`src/rtl/core/irm_pkg.sv`:
```
// Package for the inverter register map: codes, indices, beat types and
// the reset image of the register file. No dependencies.
`timescale 1ns / 1ps

package irm_pkg;

  localparam logic [1:0] OP_READ = 2'd0;
  localparam logic [1:0] OP_WRITE = 2'd1;
  localparam logic [1:0] OP_LOAD = 2'd2;

  localparam logic [1:0] KIND_DATA = 2'd0;
  localparam logic [1:0] KIND_ACK = 2'd1;
  localparam logic [1:0] KIND_REJ = 2'd2;

  localparam logic [15:0] CTRL_FIRST = 16'd154;
  localparam logic [16:0] CTRL_END = 17'd160;
  localparam int unsigned PCT_IDX = 155;
  localparam int unsigned ENA_IDX = 159;
  localparam logic [15:0] PCT_RESET = 16'd100;
  localparam logic [6:0] PCT_MAX = 7'd100;
  localparam logic [12:0] RATING_RESET = 13'd800;
  // ceil(2^23 / 10): exact divide by ten for products below 2^22
  localparam logic [19:0] DIV10_MUL = 20'd838861;
  localparam int unsigned DIV10_SHIFT = 23;
  localparam logic [15:0] NOT_IMPL_U = 16'hFFFF;
  localparam logic [15:0] NOT_IMPL_S = 16'h8000;

  typedef struct packed {
    logic [1:0]  opcode;
    logic [15:0] start_address;
    logic [15:0] word_count;
    logic [5:0][15:0] words;
    logic [15:0] demand_deciwatts;
    logic        demand_valid;
  } in_item_t;

  typedef struct packed {
    logic       ld_item;
    logic       mem_we;
    logic       rd_issue;
    logic       out_load;
    logic [1:0] out_kind;
    logic       out_last;
    logic       mul0;
    logic       mul1;
    logic       lim_upd;
  } ctrl_cmd_t;

  typedef struct packed {
    logic [1:0] op;
    logic       rd_ok;
    logic       wr_ok;
    logic       ld_ok;
    logic       last;
    logic       out_busy;
    logic       out_taken;
  } dp_status_t;

  function automatic logic [15:0] irm_reset_word(input logic [7:0] idx);
    logic [15:0] w;
    case (idx)
      8'd0: w = 16'h5375;
      8'd1: w = 16'h6E53;
      8'd2: w = 16'd1;
      8'd3: w = 16'd66;
      8'd4: w = 16'h4563;
      8'd5: w = 16'h6F46;
      8'd6: w = 16'h6C6F;
      8'd7: w = 16'h7700;
      8'd20: w = 16'h506F;
      8'd21: w = 16'h7765;
      8'd22: w = 16'h7253;
      8'd23: w = 16'h7472;
      8'd24: w = 16'h6561;
      8'd25: w = 16'h6D00;
      8'd44: w = 16'h312E;
      8'd45: w = 16'h3000;
      8'd68: w = 16'd126;
      8'd70: w = 16'd101;
      8'd71: w = 16'd50;
      8'd122: w = 16'd120;
      8'd123: w = 16'd26;
      8'd124: w = 16'd4;
      8'd125: w = 16'd800;
      8'd127: w = 16'd800;
      8'd129, 8'd130, 8'd131, 8'd132: w = NOT_IMPL_S;
      8'd134: w = NOT_IMPL_U;
      8'd136, 8'd137, 8'd138, 8'd139: w = NOT_IMPL_S;
      8'd141, 8'd143, 8'd145, 8'd147: w = NOT_IMPL_U;
      8'd150: w = 16'd123;
      8'd151: w = 16'd24;
      8'd152, 8'd153: w = NOT_IMPL_U;
      8'd154: w = 16'd1;
      8'd155: w = PCT_RESET;
      8'd160: w = NOT_IMPL_S;
      8'd165, 8'd166, 8'd167: w = NOT_IMPL_S;
      8'd171: w = NOT_IMPL_U;
      8'd176: w = 16'hFFFF;
      default: w = 16'd0;
    endcase
    return w;
  endfunction

endpackage

```
`src/rtl/core/irm_ifs.sv`:
```
// Channel interfaces of the inverter register map: transaction in,
// result out and rating write. No dependencies.
`timescale 1ns / 1ps

interface irm_in_if;
  logic        valid;
  logic        ready;
  logic [1:0]  opcode;
  logic [15:0] start_address;
  logic [15:0] word_count;
  logic [15:0] word_zero;
  logic [15:0] word_one;
  logic [15:0] word_two;
  logic [15:0] word_three;
  logic [15:0] word_four;
  logic [15:0] word_five;
  logic [15:0] demand_deciwatts;
  logic        demand_valid;
  modport source (output valid, opcode, start_address, word_count, word_zero, word_one,
                  word_two, word_three, word_four, word_five, demand_deciwatts,
                  demand_valid, input ready);
  modport sink (input valid, opcode, start_address, word_count, word_zero, word_one,
                word_two, word_three, word_four, word_five, demand_deciwatts,
                demand_valid, output ready);
endinterface

interface irm_out_if;
  logic        valid;
  logic        ready;
  logic [1:0]  kind;
  logic [15:0] read_word;
  logic        last;
  logic        request_valid;
  logic [15:0] request_deciwatts;
  modport source (output valid, kind, read_word, last, request_valid, request_deciwatts,
                  input ready);
  modport sink (input valid, kind, read_word, last, request_valid, request_deciwatts,
                output ready);
endinterface

interface irm_cfg_if;
  logic        valid;
  logic        ready;
  logic [12:0] rating_watts;
  modport source (output valid, rating_watts, input ready);
  modport sink (input valid, rating_watts, output ready);
endinterface

```
`src/rtl/core/irm_ctrl.sv`:
```
// Sequencer of the inverter register map: one transaction at a time.
// Depends on irm_pkg.
`timescale 1ns / 1ps

module irm_ctrl import irm_pkg::*; #(
  parameter int unsigned OFF_W = 6
) (
  input  logic             clk_i,
  input  logic             rst_ni,
  input  logic             in_valid_i,
  output logic             in_ready_o,
  input  dp_status_t       status_i,
  output ctrl_cmd_t        cmd_o,
  output logic [OFF_W-1:0] offset_o
);

  localparam logic [3:0] S_IDLE = 4'd0;
  localparam logic [3:0] S_DECODE = 4'd1;
  localparam logic [3:0] S_RD_ADDR = 4'd2;
  localparam logic [3:0] S_RD_DATA = 4'd3;
  localparam logic [3:0] S_RD_WAIT = 4'd4;
  localparam logic [3:0] S_WR = 4'd5;
  localparam logic [3:0] S_LIM0 = 4'd6;
  localparam logic [3:0] S_LIM1 = 4'd7;
  localparam logic [3:0] S_LIM2 = 4'd8;

  logic [3:0]       state_q, state_d;
  logic [OFF_W-1:0] off_q, off_d;

  assign in_ready_o = (state_q == S_IDLE) && !status_i.out_busy;
  assign offset_o = off_q;

  always_comb begin
    state_d = state_q;
    off_d = off_q;
    cmd_o = '0;
    cmd_o.out_last = 1'b1;
    case (state_q)
      S_IDLE: begin
        if (in_valid_i && in_ready_o) begin
          cmd_o.ld_item = 1'b1;
          off_d = '0;
          state_d = S_DECODE;
        end
      end
      S_DECODE: begin
        if (status_i.op == OP_READ && status_i.rd_ok) begin
          state_d = S_RD_ADDR;
        end else if (status_i.op == OP_WRITE && status_i.wr_ok) begin
          state_d = S_WR;
        end else if (status_i.op == OP_LOAD && status_i.ld_ok) begin
          cmd_o.mem_we = 1'b1;
          cmd_o.out_load = 1'b1;
          cmd_o.out_kind = KIND_ACK;
          state_d = S_IDLE;
        end else begin
          cmd_o.out_load = 1'b1;
          cmd_o.out_kind = KIND_REJ;
          state_d = S_IDLE;
        end
      end
      S_RD_ADDR: begin
        cmd_o.rd_issue = 1'b1;
        state_d = S_RD_DATA;
      end
      S_RD_DATA: begin
        cmd_o.out_load = 1'b1;
        cmd_o.out_kind = KIND_DATA;
        cmd_o.out_last = status_i.last;
        state_d = status_i.last ? S_IDLE : S_RD_WAIT;
      end
      S_RD_WAIT: begin
        if (status_i.out_taken) begin
          off_d = off_q + 1'b1;
          state_d = S_RD_ADDR;
        end
      end
      S_WR: begin
        cmd_o.mem_we = 1'b1;
        if (status_i.last) begin
          state_d = S_LIM0;
        end else begin
          off_d = off_q + 1'b1;
        end
      end
      S_LIM0: begin
        cmd_o.mul0 = 1'b1;
        state_d = S_LIM1;
      end
      S_LIM1: begin
        cmd_o.mul1 = 1'b1;
        state_d = S_LIM2;
      end
      S_LIM2: begin
        cmd_o.lim_upd = 1'b1;
        cmd_o.out_load = 1'b1;
        cmd_o.out_kind = KIND_ACK;
        state_d = S_IDLE;
      end
      default: begin
        state_d = S_IDLE;
      end
    endcase
  end

  always_ff @(posedge clk_i or negedge rst_ni) begin
    if (!rst_ni) begin
      state_q <= S_IDLE;
      off_q <= '0;
    end else begin
      state_q <= state_d;
      off_q <= off_d;
    end
  end

endmodule

```
`src/rtl/core/irm_datapath.sv`:
```
// Datapath of the inverter register map: register file, limit logic,
// request arithmetic and result register. Depends on irm_pkg.
`timescale 1ns / 1ps

module irm_datapath import irm_pkg::*; #(
  parameter int unsigned NUM_REGS = 178,
  parameter int unsigned MAX_READ = 64,
  parameter int unsigned OFF_W = 6
) (
  input  logic             clk_i,
  input  logic             rst_ni,
  input  in_item_t         item_i,
  input  logic             cfg_we_i,
  input  logic [12:0]      cfg_rating_i,
  input  ctrl_cmd_t        cmd_i,
  input  logic [OFF_W-1:0] offset_i,
  output dp_status_t       status_o,
  output logic             out_valid_o,
  input  logic             out_ready_i,
  output logic [1:0]       out_kind_o,
  output logic [15:0]      out_word_o,
  output logic             out_last_o,
  output logic             out_req_valid_o,
  output logic [15:0]      out_req_dw_o
);

  localparam int unsigned ADDR_W = $clog2(NUM_REGS);

  in_item_t          item_q;
  logic [12:0]       rating_q;
  logic [15:0]       mem [NUM_REGS];
  logic [NUM_REGS-1:0] vld_q;
  logic [15:0]       mem_rd_q, img_rd_q;
  logic              vld_rd_q;
  logic [15:0]       pct_q;
  logic              ena_q;
  logic              lim_act_q, base_known_q;
  logic [15:0]       base_q;
  logic [19:0]       prod_q;
  logic [16:0]       quot_q;
  logic [39:0]       recip;
  logic [6:0]        pct_clamp;
  logic [ADDR_W-1:0] addr;
  logic [15:0]       wdata;
  logic [16:0]       end_addr;
  logic              req_v;
  logic [15:0]       req_dw;
  logic              out_valid_q, out_last_q, out_rv_q;
  logic [1:0]        out_kind_q;
  logic [15:0]       out_word_q, out_rd_q;

  always_ff @(posedge clk_i) begin
    if (cmd_i.ld_item) begin
      item_q <= item_i;
    end
  end

  always_ff @(posedge clk_i or negedge rst_ni) begin
    if (!rst_ni) begin
      rating_q <= RATING_RESET;
    end else if (cfg_we_i) begin
      rating_q <= cfg_rating_i;
    end
  end

  assign addr = item_q.start_address[ADDR_W-1:0] + ADDR_W'(offset_i);
  assign end_addr = {1'b0, item_q.start_address} + {1'b0, item_q.word_count};

  always_comb begin
    case (offset_i[2:0])
      3'd0: wdata = item_q.words[0];
      3'd1: wdata = item_q.words[1];
      3'd2: wdata = item_q.words[2];
      3'd3: wdata = item_q.words[3];
      3'd4: wdata = item_q.words[4];
      default: wdata = item_q.words[5];
    endcase
  end

  always_comb begin
    status_o.op = item_q.opcode;
    status_o.rd_ok = (item_q.word_count != 16'd0) && (item_q.word_count <= 16'(MAX_READ))
                     && (end_addr <= 17'(NUM_REGS));
    status_o.wr_ok = (item_q.word_count != 16'd0) && (item_q.start_address >= CTRL_FIRST)
                     && (end_addr <= CTRL_END);
    status_o.ld_ok = item_q.start_address < 16'(NUM_REGS);
    status_o.last = (16'(offset_i) + 16'd1) == item_q.word_count;
    status_o.out_busy = out_valid_q;
    status_o.out_taken = out_valid_q && out_ready_i;
  end

  // register file: entries not yet written read back from the reset image
  always_ff @(posedge clk_i) begin
    if (cmd_i.mem_we) begin
      mem[addr] <= wdata;
    end
    if (cmd_i.rd_issue) begin
      mem_rd_q <= mem[addr];
      vld_rd_q <= vld_q[addr];
      img_rd_q <= irm_reset_word(8'(addr));
    end
  end

  always_ff @(posedge clk_i or negedge rst_ni) begin
    if (!rst_ni) begin
      vld_q <= '0;
      pct_q <= PCT_RESET;
      ena_q <= 1'b0;
    end else if (cmd_i.mem_we) begin
      vld_q[addr] <= 1'b1;
      if (addr == ADDR_W'(PCT_IDX)) begin
        pct_q <= wdata;
      end
      if (addr == ADDR_W'(ENA_IDX)) begin
        ena_q <= wdata == 16'd1;
      end
    end
  end

  assign pct_clamp = (pct_q > 16'(PCT_MAX)) ? PCT_MAX : pct_q[6:0];
  assign recip = 40'(prod_q) * 40'(DIV10_MUL);

  always_ff @(posedge clk_i) begin
    if (cmd_i.mul0) begin
      prod_q <= 20'(pct_clamp) * 20'(rating_q);
    end
    if (cmd_i.mul1) begin
      quot_q <= recip[DIV10_SHIFT +: 17];
    end
  end

  always_comb begin
    req_v = 1'b0;
    req_dw = 16'd0;
    if (ena_q) begin
      req_v = 1'b1;
      req_dw = quot_q[16] ? 16'hFFFF : quot_q[15:0];
    end else if (lim_act_q && base_known_q) begin
      req_v = 1'b1;
      req_dw = base_q;
    end
  end

  always_ff @(posedge clk_i or negedge rst_ni) begin
    if (!rst_ni) begin
      lim_act_q <= 1'b0;
      base_known_q <= 1'b0;
      base_q <= 16'd0;
    end else if (cmd_i.lim_upd) begin
      lim_act_q <= ena_q;
      if (ena_q && !lim_act_q) begin
        base_known_q <= item_q.demand_valid;
        base_q <= item_q.demand_valid ? item_q.demand_deciwatts : 16'd0;
      end
    end
  end

  always_ff @(posedge clk_i or negedge rst_ni) begin
    if (!rst_ni) begin
      out_valid_q <= 1'b0;
    end else if (cmd_i.out_load) begin
      out_valid_q <= 1'b1;
    end else if (out_ready_i) begin
      out_valid_q <= 1'b0;
    end
  end

  always_ff @(posedge clk_i) begin
    if (cmd_i.out_load) begin
      out_kind_q <= cmd_i.out_kind;
      out_last_q <= cmd_i.out_last;
      out_word_q <= (cmd_i.out_kind == KIND_DATA) ? (vld_rd_q ? mem_rd_q : img_rd_q) : 16'd0;
      out_rv_q <= cmd_i.lim_upd && req_v;
      out_rd_q <= cmd_i.lim_upd ? req_dw : 16'd0;
    end
  end

  assign out_valid_o = out_valid_q;
  assign out_kind_o = out_kind_q;
  assign out_word_o = out_word_q;
  assign out_last_o = out_last_q;
  assign out_req_valid_o = out_rv_q;
  assign out_req_dw_o = out_rd_q;

endmodule

```
`src/rtl/core/inverter_register_map_with_limit.sv`:
```
// Top level of the inverter register map with power-limit control.
// Depends on irm_pkg, irm_ifs, irm_ctrl and irm_datapath.
`timescale 1ns / 1ps

// Takes one transaction beat at a time and holds the next off until every
// result of the current one has left the result register. For a read, the
// single-port register file gives one registered read per word, and the next
// read starts after the result register has handed on its beat. A write does
// one file write per word, then a multiply, a divide-by-ten multiply and the
// limit update; a load or a reject is answered straight from decode. The
// register file comes out of reset at once with its identification image;
// there is no clearing pass. The rating register may be written at any time
// the block is idle.
module inverter_register_map_with_limit import irm_pkg::*; #(
  parameter int unsigned NUM_REGS = 178,
  parameter int unsigned MAX_READ = 64
) (
  input  logic   clk_i,
  input  logic   rst_ni,
  irm_in_if.sink   in_i,
  irm_out_if.source out_o,
  irm_cfg_if.sink  cfg_i
);

  localparam int unsigned OFF_W = ($clog2(MAX_READ) > 3) ? $clog2(MAX_READ) : 3;

  ctrl_cmd_t        cmd;
  dp_status_t       status;
  logic [OFF_W-1:0] offset;
  in_item_t         item;

  assign item.opcode = in_i.opcode;
  assign item.start_address = in_i.start_address;
  assign item.word_count = in_i.word_count;
  assign item.words = {in_i.word_five, in_i.word_four, in_i.word_three,
                       in_i.word_two, in_i.word_one, in_i.word_zero};
  assign item.demand_deciwatts = in_i.demand_deciwatts;
  assign item.demand_valid = in_i.demand_valid;

  assign cfg_i.ready = 1'b1;

  irm_ctrl #(
    .OFF_W(OFF_W)
  ) u_ctrl (
    .clk_i     (clk_i),
    .rst_ni    (rst_ni),
    .in_valid_i(in_i.valid),
    .in_ready_o(in_i.ready),
    .status_i  (status),
    .cmd_o     (cmd),
    .offset_o  (offset)
  );

  irm_datapath #(
    .NUM_REGS(NUM_REGS),
    .MAX_READ(MAX_READ),
    .OFF_W   (OFF_W)
  ) u_dp (
    .clk_i          (clk_i),
    .rst_ni         (rst_ni),
    .item_i         (item),
    .cfg_we_i       (cfg_i.valid),
    .cfg_rating_i   (cfg_i.rating_watts),
    .cmd_i          (cmd),
    .offset_i       (offset),
    .status_o       (status),
    .out_valid_o    (out_o.valid),
    .out_ready_i    (out_o.ready),
    .out_kind_o     (out_o.kind),
    .out_word_o     (out_o.read_word),
    .out_last_o     (out_o.last),
    .out_req_valid_o(out_o.request_valid),
    .out_req_dw_o   (out_o.request_deciwatts)
  );

`ifndef ASSERT_OFF
  a_in_only_when_drained: assert property (@(posedge clk_i) disable iff (!rst_ni)
    (in_i.valid && in_i.ready) |-> !out_o.valid)
    else $error("transaction beat taken while a result beat is pending");

  a_single_result_last: assert property (@(posedge clk_i) disable iff (!rst_ni)
    (out_o.valid && out_o.kind != KIND_DATA) |-> out_o.last)
    else $error("accept or reject beat without last");

  a_request_on_ack: assert property (@(posedge clk_i) disable iff (!rst_ni)
    (out_o.valid && out_o.request_valid) |-> (out_o.kind == KIND_ACK))
    else $error("power request on a beat that is not an accept");

  a_request_zero: assert property (@(posedge clk_i) disable iff (!rst_ni)
    (out_o.valid && !out_o.request_valid) |-> (out_o.request_deciwatts == 16'd0))
    else $error("request value without request");
`endif

endmodule
```
`src/flat_wrapper.sv`:
```
// flat-port wrapper written by rule: the top's interface ports become plain ports
module inverter_register_map_with_limit_flat import irm_pkg::*;
#(
  parameter int unsigned NUM_REGS = 178,
  parameter int unsigned MAX_READ = 64
)
  (clk_i, rst_ni, in_i_valid, in_i_opcode, in_i_start_address, in_i_word_count, in_i_word_zero, in_i_word_one, in_i_word_two, in_i_word_three, in_i_word_four, in_i_word_five, in_i_demand_deciwatts, in_i_demand_valid, in_i_ready, out_o_valid, out_o_kind, out_o_read_word, out_o_last, out_o_request_valid, out_o_request_deciwatts, out_o_ready, cfg_i_valid, cfg_i_rating_watts, cfg_i_ready);
  irm_in_if in_i_i ();
  irm_out_if out_o_i ();
  irm_cfg_if cfg_i_i ();
  input  logic clk_i;
  input  logic rst_ni;
  input wire logic [$bits(in_i_i.valid)-1:0] in_i_valid;
  input wire logic [$bits(in_i_i.opcode)-1:0] in_i_opcode;
  input wire logic [$bits(in_i_i.start_address)-1:0] in_i_start_address;
  input wire logic [$bits(in_i_i.word_count)-1:0] in_i_word_count;
  input wire logic [$bits(in_i_i.word_zero)-1:0] in_i_word_zero;
  input wire logic [$bits(in_i_i.word_one)-1:0] in_i_word_one;
  input wire logic [$bits(in_i_i.word_two)-1:0] in_i_word_two;
  input wire logic [$bits(in_i_i.word_three)-1:0] in_i_word_three;
  input wire logic [$bits(in_i_i.word_four)-1:0] in_i_word_four;
  input wire logic [$bits(in_i_i.word_five)-1:0] in_i_word_five;
  input wire logic [$bits(in_i_i.demand_deciwatts)-1:0] in_i_demand_deciwatts;
  input wire logic [$bits(in_i_i.demand_valid)-1:0] in_i_demand_valid;
  output wire logic [$bits(in_i_i.ready)-1:0] in_i_ready;
  output wire logic [$bits(out_o_i.valid)-1:0] out_o_valid;
  output wire logic [$bits(out_o_i.kind)-1:0] out_o_kind;
  output wire logic [$bits(out_o_i.read_word)-1:0] out_o_read_word;
  output wire logic [$bits(out_o_i.last)-1:0] out_o_last;
  output wire logic [$bits(out_o_i.request_valid)-1:0] out_o_request_valid;
  output wire logic [$bits(out_o_i.request_deciwatts)-1:0] out_o_request_deciwatts;
  input wire logic [$bits(out_o_i.ready)-1:0] out_o_ready;
  input wire logic [$bits(cfg_i_i.valid)-1:0] cfg_i_valid;
  input wire logic [$bits(cfg_i_i.rating_watts)-1:0] cfg_i_rating_watts;
  output wire logic [$bits(cfg_i_i.ready)-1:0] cfg_i_ready;
  assign in_i_i.valid = in_i_valid;
  assign in_i_i.opcode = in_i_opcode;
  assign in_i_i.start_address = in_i_start_address;
  assign in_i_i.word_count = in_i_word_count;
  assign in_i_i.word_zero = in_i_word_zero;
  assign in_i_i.word_one = in_i_word_one;
  assign in_i_i.word_two = in_i_word_two;
  assign in_i_i.word_three = in_i_word_three;
  assign in_i_i.word_four = in_i_word_four;
  assign in_i_i.word_five = in_i_word_five;
  assign in_i_i.demand_deciwatts = in_i_demand_deciwatts;
  assign in_i_i.demand_valid = in_i_demand_valid;
  assign in_i_ready = in_i_i.ready;
  assign out_o_valid = out_o_i.valid;
  assign out_o_kind = out_o_i.kind;
  assign out_o_read_word = out_o_i.read_word;
  assign out_o_last = out_o_i.last;
  assign out_o_request_valid = out_o_i.request_valid;
  assign out_o_request_deciwatts = out_o_i.request_deciwatts;
  assign out_o_i.ready = out_o_ready;
  assign cfg_i_i.valid = cfg_i_valid;
  assign cfg_i_i.rating_watts = cfg_i_rating_watts;
  assign cfg_i_ready = cfg_i_i.ready;
  inverter_register_map_with_limit #(.NUM_REGS(NUM_REGS), .MAX_READ(MAX_READ)) u_core (.clk_i(clk_i), .rst_ni(rst_ni), .in_i(in_i_i), .out_o(out_o_i), .cfg_i(cfg_i_i));
endmodule
```
`config.mk`:
```
export PLATFORM = sky130hd
export DESIGN_NAME = inverter_register_map_with_limit_flat
export DESIGN_NICKNAME = d
export VERILOG_FILES = /design/src/rtl/core/irm_pkg.sv /design/src/rtl/core/irm_ifs.sv /design/src/rtl/core/irm_ctrl.sv /design/src/rtl/core/irm_datapath.sv /design/src/rtl/core/inverter_register_map_with_limit.sv /design/src/flat_wrapper.sv
export SDC_FILE = /design/constraint.sdc
export NUM_CORES = 2
export LEC_CHECK = 0
export ABC_AREA = 1
export BUFFER_PORTS_ARGS = -buffer_cell sky130_fd_sc_hd__buf_4
export CAP_MARGIN = 15
export CORE_ASPECT_RATIO = 1.1
export CORE_MARGIN = 2
export CORE_UTILIZATION = 55
export DETAILED_ROUTE_END_ITERATION = 8
export PLACE_DENSITY = 0.71
export SETUP_SLACK_MARGIN = 0.05
export SLEW_MARGIN = 40
export SYNTH_ARGS = -nofsm -noshare
export SYNTH_HDL_FRONTEND = slang
export SYNTH_SLANG_ARGS = --single-unit
```
`constraint.sdc`:
```
create_clock -name clk_i -period 29 [get_ports clk_i]
set_input_delay 5.8 -clock clk_i [delete_from_list [all_inputs] [get_ports clk_i]]
set_output_delay 5.8 -clock clk_i [all_outputs]
set_load 0.01 [all_outputs]
```
**Word level (Yosys, flattened, before mapping)**

Memory sizes are Yosys's and may differ from the RTL's. A register that Yosys moved wholly into a read port is not among the register bits.
Index checks and enable logic that the tools add are counted.

- Add/subtract/negate cells: 4
- Order comparisons: 8
- Reduce and logical (&&, ||, !) cells: 33
- $mul: 2
- Bitwise gates (word level): 1
- Mux-type cells: 43
- Eq/ne operators: 69

Operators by type and width:

| operator | count |
|---|---|
| $pmux W16 S28 | 1 |
| $eq A8 B8 Y1 const B | 26 |
| $or A178 B178 Y178 | 1 |
| $mux W16 | 5 |
| $pmux W16 S5 | 1 |
| $eq A8 B7 Y1 const B | 8 |
| $eq A8 B5 Y1 const B | 6 |
| $mul A20 B20 Y40 const B | 1 |
| $le A17 B8 Y1 const B | 2 |
| $eq A8 B3 Y1 const B | 4 |
| $pmux W4 S8 | 1 |
| $mul A7 B13 Y20 | 1 |
| $mux W6 | 3 |
| $pmux W6 S3 | 1 |
| $add A16 B16 Y17 | 1 |
| $mux W1 | 17 |
| $eq A16 B1 Y1 const B | 1 |
| $eq A4 B3 Y1 const B | 4 |
| $eq A7 B16 Y1 | 1 |
| $eq A8 B2 Y1 const B | 2 |
| $eq A8 B6 Y1 const B | 2 |
| $ge A16 B8 Y1 const B | 1 |
| $gt A16 B7 Y1 const B | 1 |
| $le A16 B7 Y1 const B | 1 |
| 40 further kinds | 68 |

- Output and inout port bits: 39
- Memory bits (writable): 2,848
- Memories: 1
- Register bits: 474
- Logic and storage cells: 191

Memory list:

| memory | words | width | read ports | clocked after Yosys merged registers in | wr ports | RTL line | source |
|---|---|---|---|---|---|---|---|
| u_core.u_dp.mem | 178 | 16 | 1 | 1 | 1 | irm_datapath.sv:31 | `logic [15:0] mem [NUM_REGS];` |

**Longest topological paths before layout**

- Depth after elaboration: 9
- Gate-level depth with buffers: 28

**Modules after synthesis**

A second synthesis with hierarchy kept.

- Cell total of the unflattened synthesis: 11,816
- Area, all modules: 141,468.2 µm²

By module, submodules not included:

| module | times used | sequential area each (µm²) | cells an instance | area an instance (µm²) |
|---|---|---|---|---|
| irm_datapath | 1 | 98,807.3 | 11,690 | 140,596.1 |
| irm_ctrl | 1 | 250.2 | 124 | 860.8 |
| inverter_register_map_with_limit | 1 | 0.0 | 2 | 11.3 |

**Least setup slack after synthesis**

Ideal clock, no wire load.

- Path type: input -> register
- Start point: input in_i_valid
- End point: register u_core.u_ctrl.off_q[3], in the netlist u_core.u_ctrl.offset_o[3]
- Library setup time: 128 ps
- Slack: 11,711 ps
- Path buffers: 0
- Stages on the path: 6
- Arrival: 17,161 ps
- Path through: nor3b_1 > nor2_1 > a31oi_1 > nand3_1 > nand2_1 > o31ai_1

- Cells in the longest elaborated chain, start to end: 3

RTL lines:

| element | RTL line | source |
|---|---|---|
| from (decl) | flat_wrapper.sv:13 | `input wire logic [$bits(in_i_i.valid)-1:0] in_i_valid;` |
| $logic_and A1 B1 Y1 | irm_ctrl.sv:40 | `if (in_valid_i && in_ready_o) begin` |
| $ne A2 B1 Y1 (no source line) | - |  |
| $reduce_and A4 Y1 (no source line) | - |  |
| to (signal assigned) | irm_ctrl.sv:109 | `off_q <= '0;` |
| to (signal assigned) | irm_ctrl.sv:112 | `off_q <= off_d;` |
| to (decl) | irm_ctrl.sv:28 | `logic [OFF_W-1:0] off_q, off_d;` |

Every way passes these cells.
A chain may end at the register's enable or synchronous reset.

**Final worst setup path**

- Start point: register u_core.u_ctrl.state_q[0]
- End point: output in_i_ready

- Cells in the longest elaborated chain, start to end: 2

RTL lines:

| element | RTL line | source |
|---|---|---|
| from (decl) | irm_ctrl.sv:27 | `logic [3:0] state_q, state_d;` |
| from (signal assigned) | irm_ctrl.sv:111 | `state_q <= state_d;` |
| $logic_not A4 Y1 | irm_ctrl.sv:30 | `assign in_ready_o = (state_q == S_IDLE) && !status_i.out_busy;` |
| $logic_and A1 B1 Y1 | irm_ctrl.sv:30 |  |
| to (decl) | flat_wrapper.sv:25 | `output wire logic [$bits(in_i_i.ready)-1:0] in_i_ready;` |

Every way passes these cells.

==> impl_metrics.ini <==
[yosys]
syn_area_um2 = 139000
synthArstFlopShare = 0.0710
synthTopCellsByArea = edfxtp_1, nand2_1, dfrtp_1, a22oi_1, fa_1
synth_common_cells = edfxtp_1, nand2_1, a22oi_1
syn_area_per_cell_um2 = 13.0
syn_nets = 11300
yosys_warnings = 0
yosys.area.top_type_share = 0.672
synth_most_common_cell = edfxtp_1
yosysSeqAreaShare = 0.715
synth_ff_type = edfxtp_1
yosysTopAreaCell = edfxtp_1
syn_inst = 10700
ys_types = 57
ys_seq_elements = 3338
synth_edf_count = 3101

[power]
fin_total_pwr_mw = 11.4
irDropWorstVdd_v = 0.0000553
p_per_area_nw_per_um2 = 73.0
leakagePower_nw = 57.1

[placed_design]
hpwlAfterDp_mm = 224
placed_cell_area_um2 = 145000
port-buffer-count = 202
place_congestion = 0.949

[timing]
finalCriticalPeriod_ns = 7.76
post-route-period-util = 0.268
whs_ns = 0.459
grt_setup_unrepaired = false
tns_ns = 0
max-slew-margin-rel = 0.334
setup_viol = 0
slew_violations = 0
fmax_mhz = 129
worst_pin_slew_ns = 1.00
hold_viol_final = 0
fin_worst_skew_ns = 0.0730

[floorplanning]
die_h_um = 530
chipWidth_um = 483
rows = 193
initial_utilization = 0.552
core_um2 = 251000
die-area_um2 = 256000
io_pins = 204

[critical_path]
slowest_delay_ns = 0.39
arrival_ns = 1.96
cp.required_ns = 23.20
crit_chain = nor2_1 > nand2_1 > nor2_1 > buf_4
cp_max_fo = 5
cp_common_cell = nor2_1
critPathCaptureType = output port
startpoint_type = register
critPathKind = register to output port
slowest_stage = dfrtp_1

[grt]
grt_pass1_wl_mm = 563
antenna_found_initial = 9
overflow = 0
grt_max_degree = 160
first_global_vias = 88200
grtUsageTotal = 0.296

[drt]
drt-total-wl_mm = 384
vias = 89700
ant_nets = 0
drtIter0Drc = 11100
drcViolationCount = 0
wl_per_cell_um = 26.3
firstDrtPassIters = 8
via_per_inst = 6.15

[clocking]
clock_sinks = 3338
cts-buffers-inserted = 330
cts_resized = 0
cts_tree = built
path_clk_slew_ns = 0.06
cts_buffer_depth = 4
ctsHtreeMaxLevel = 5
root_buffer = clkbuf_16
clk-insertion-delay-late_ns = 0.91
ctsHoldBuffers = 0
postCtsSetupBuffers = 0

[status]
status = complete, no violations

[final_layout]
drive_above_1_share = 0.102
fillerInstances = 18400
fin_area_um2 = 156000
fin_nets = 11600
area_growth_pct = 12.5

[job]
cap_violations = 0

[hold_path]
hold_class = register to register
[sequential cells by signal (all words and copies together), names as in the netlist, 17 cells and up]
name / cells
u_core.u_dp.quot_q: 17
u_core.u_dp.item_q: 145
u_core.u_dp.mem: 2848
u_core.u_dp.prod_q: 20
u_core.u_dp.vld_q: 178
[path summary, 6_finish.rpt]
check | endpoint | slack (ns) | startpoint | cells past startpoint
setup reg to reg | u_core.u_dp.mem_rd_q[14] | 22.64 | u_core.u_dp.item_q[129] | 16
hold reg to reg | u_core.u_dp.vld_q[34] | 0.46 | u_core.u_dp.vld_q[34] | 2
max in group asynchronous | u_core.u_dp.vld_q[95] | 22.75 | rst_ni | 3
hold / removal | u_core.u_dp.vld_q[34] | 0.46 | u_core.u_dp.vld_q[34] | 2
min in group asynchronous | u_core.u_ctrl.state_q[0] | 4.88 | rst_ni | 1
setup / recovery | in_i_ready | 21.24 | u_core.u_ctrl.state_q[0] | 4
[metrics by stage]
stage | cells | util | worst slack (ns)
3_3_place_gp | 14000 | 0.577 | 21.76
5_1_grt | 14600 | 0.621 | 21.13
6_report | 14600 | 0.621 | 21.24
2_1_floorplan | 10700 | - | 11.71
3_5_place_dp | 14000 | 0.578 | 21.75
4_1_cts | 14600 | 0.620 | 21.21
[critical path, delay by kind of cell, from the launching register on]
| family | cells | cell delay [ns] |
|---|---|---|
| flip-flops | 1 | 0.39 |
| AND/OR/NAND/NOR | 3 | 0.52 |
| buffers and inverters | 1 | 0.15 |
[area by class of cell]
cell class	instances	area (um^2)	area share
Inverter	628	2410	0.0155
Sequential cell	3338	99100	0.635
Multi-Input combinational cell	6210	35300	0.226
Clock inverter	177	1680	0.0108
Timing Repair Buffer	506	4380	0.0281
Clock buffer	410	8940	0.0574
Antenna cell	4	10.0	0.0000642
Tap cell	3315	4150	0.0266
[kinds of logic (layout without fill, tap and decap cells)]
kind of cell / count (synthesis) / in the layout / share of synthesized area
simple gates: 4343 / 4343 / 0.132
flops: 3338 / 3338 / 0.715
compound gates: 1340 / 1340 / 0.0648
buf+inv: 1141 / 1721 / 0.0322
fa+ha+maj: 460 / 460 / 0.0521
xor+xnor: 48 / 48 / 0.00303
mux: 18 / 18 / 0.00131
other cells: 1 / 5 / 0.0000271
[power breakdown]
group	internal [mW]	leakage, nW	switching [mW]
clock network	2.43	5.21	1.81
logic	0.381	20.8	1.23
registers	5.50	31.2	0.0347
[routing by layer]
layer / vias to the layer above / part of all wire / wire [um] / GRT usage
li1: 39000 / - / - / -
met1: 44700 / 0.37 / 144000 / 0.398
met2: 5186 / 0.48 / 183000 / 0.477
met3: 852 / 0.10 / 40200 / 0.0506
met4: 0 / 0.046 / 17600 / 0.126
met5: - / 0 / 0 / 0
[placed cells by master (no fill, tap or decap), types with 265 or more instances in the layout]
cell	count
nor2_1	380
inv_1	606
nand2_1	2840
a22oi_1	747
clkbuf_16	342
nand3_1	642
nand4_1	280
buf_4	451
edfxtp_1	3101
ha_1	265
No activity file was read; power rests on OpenSTA's default activity.
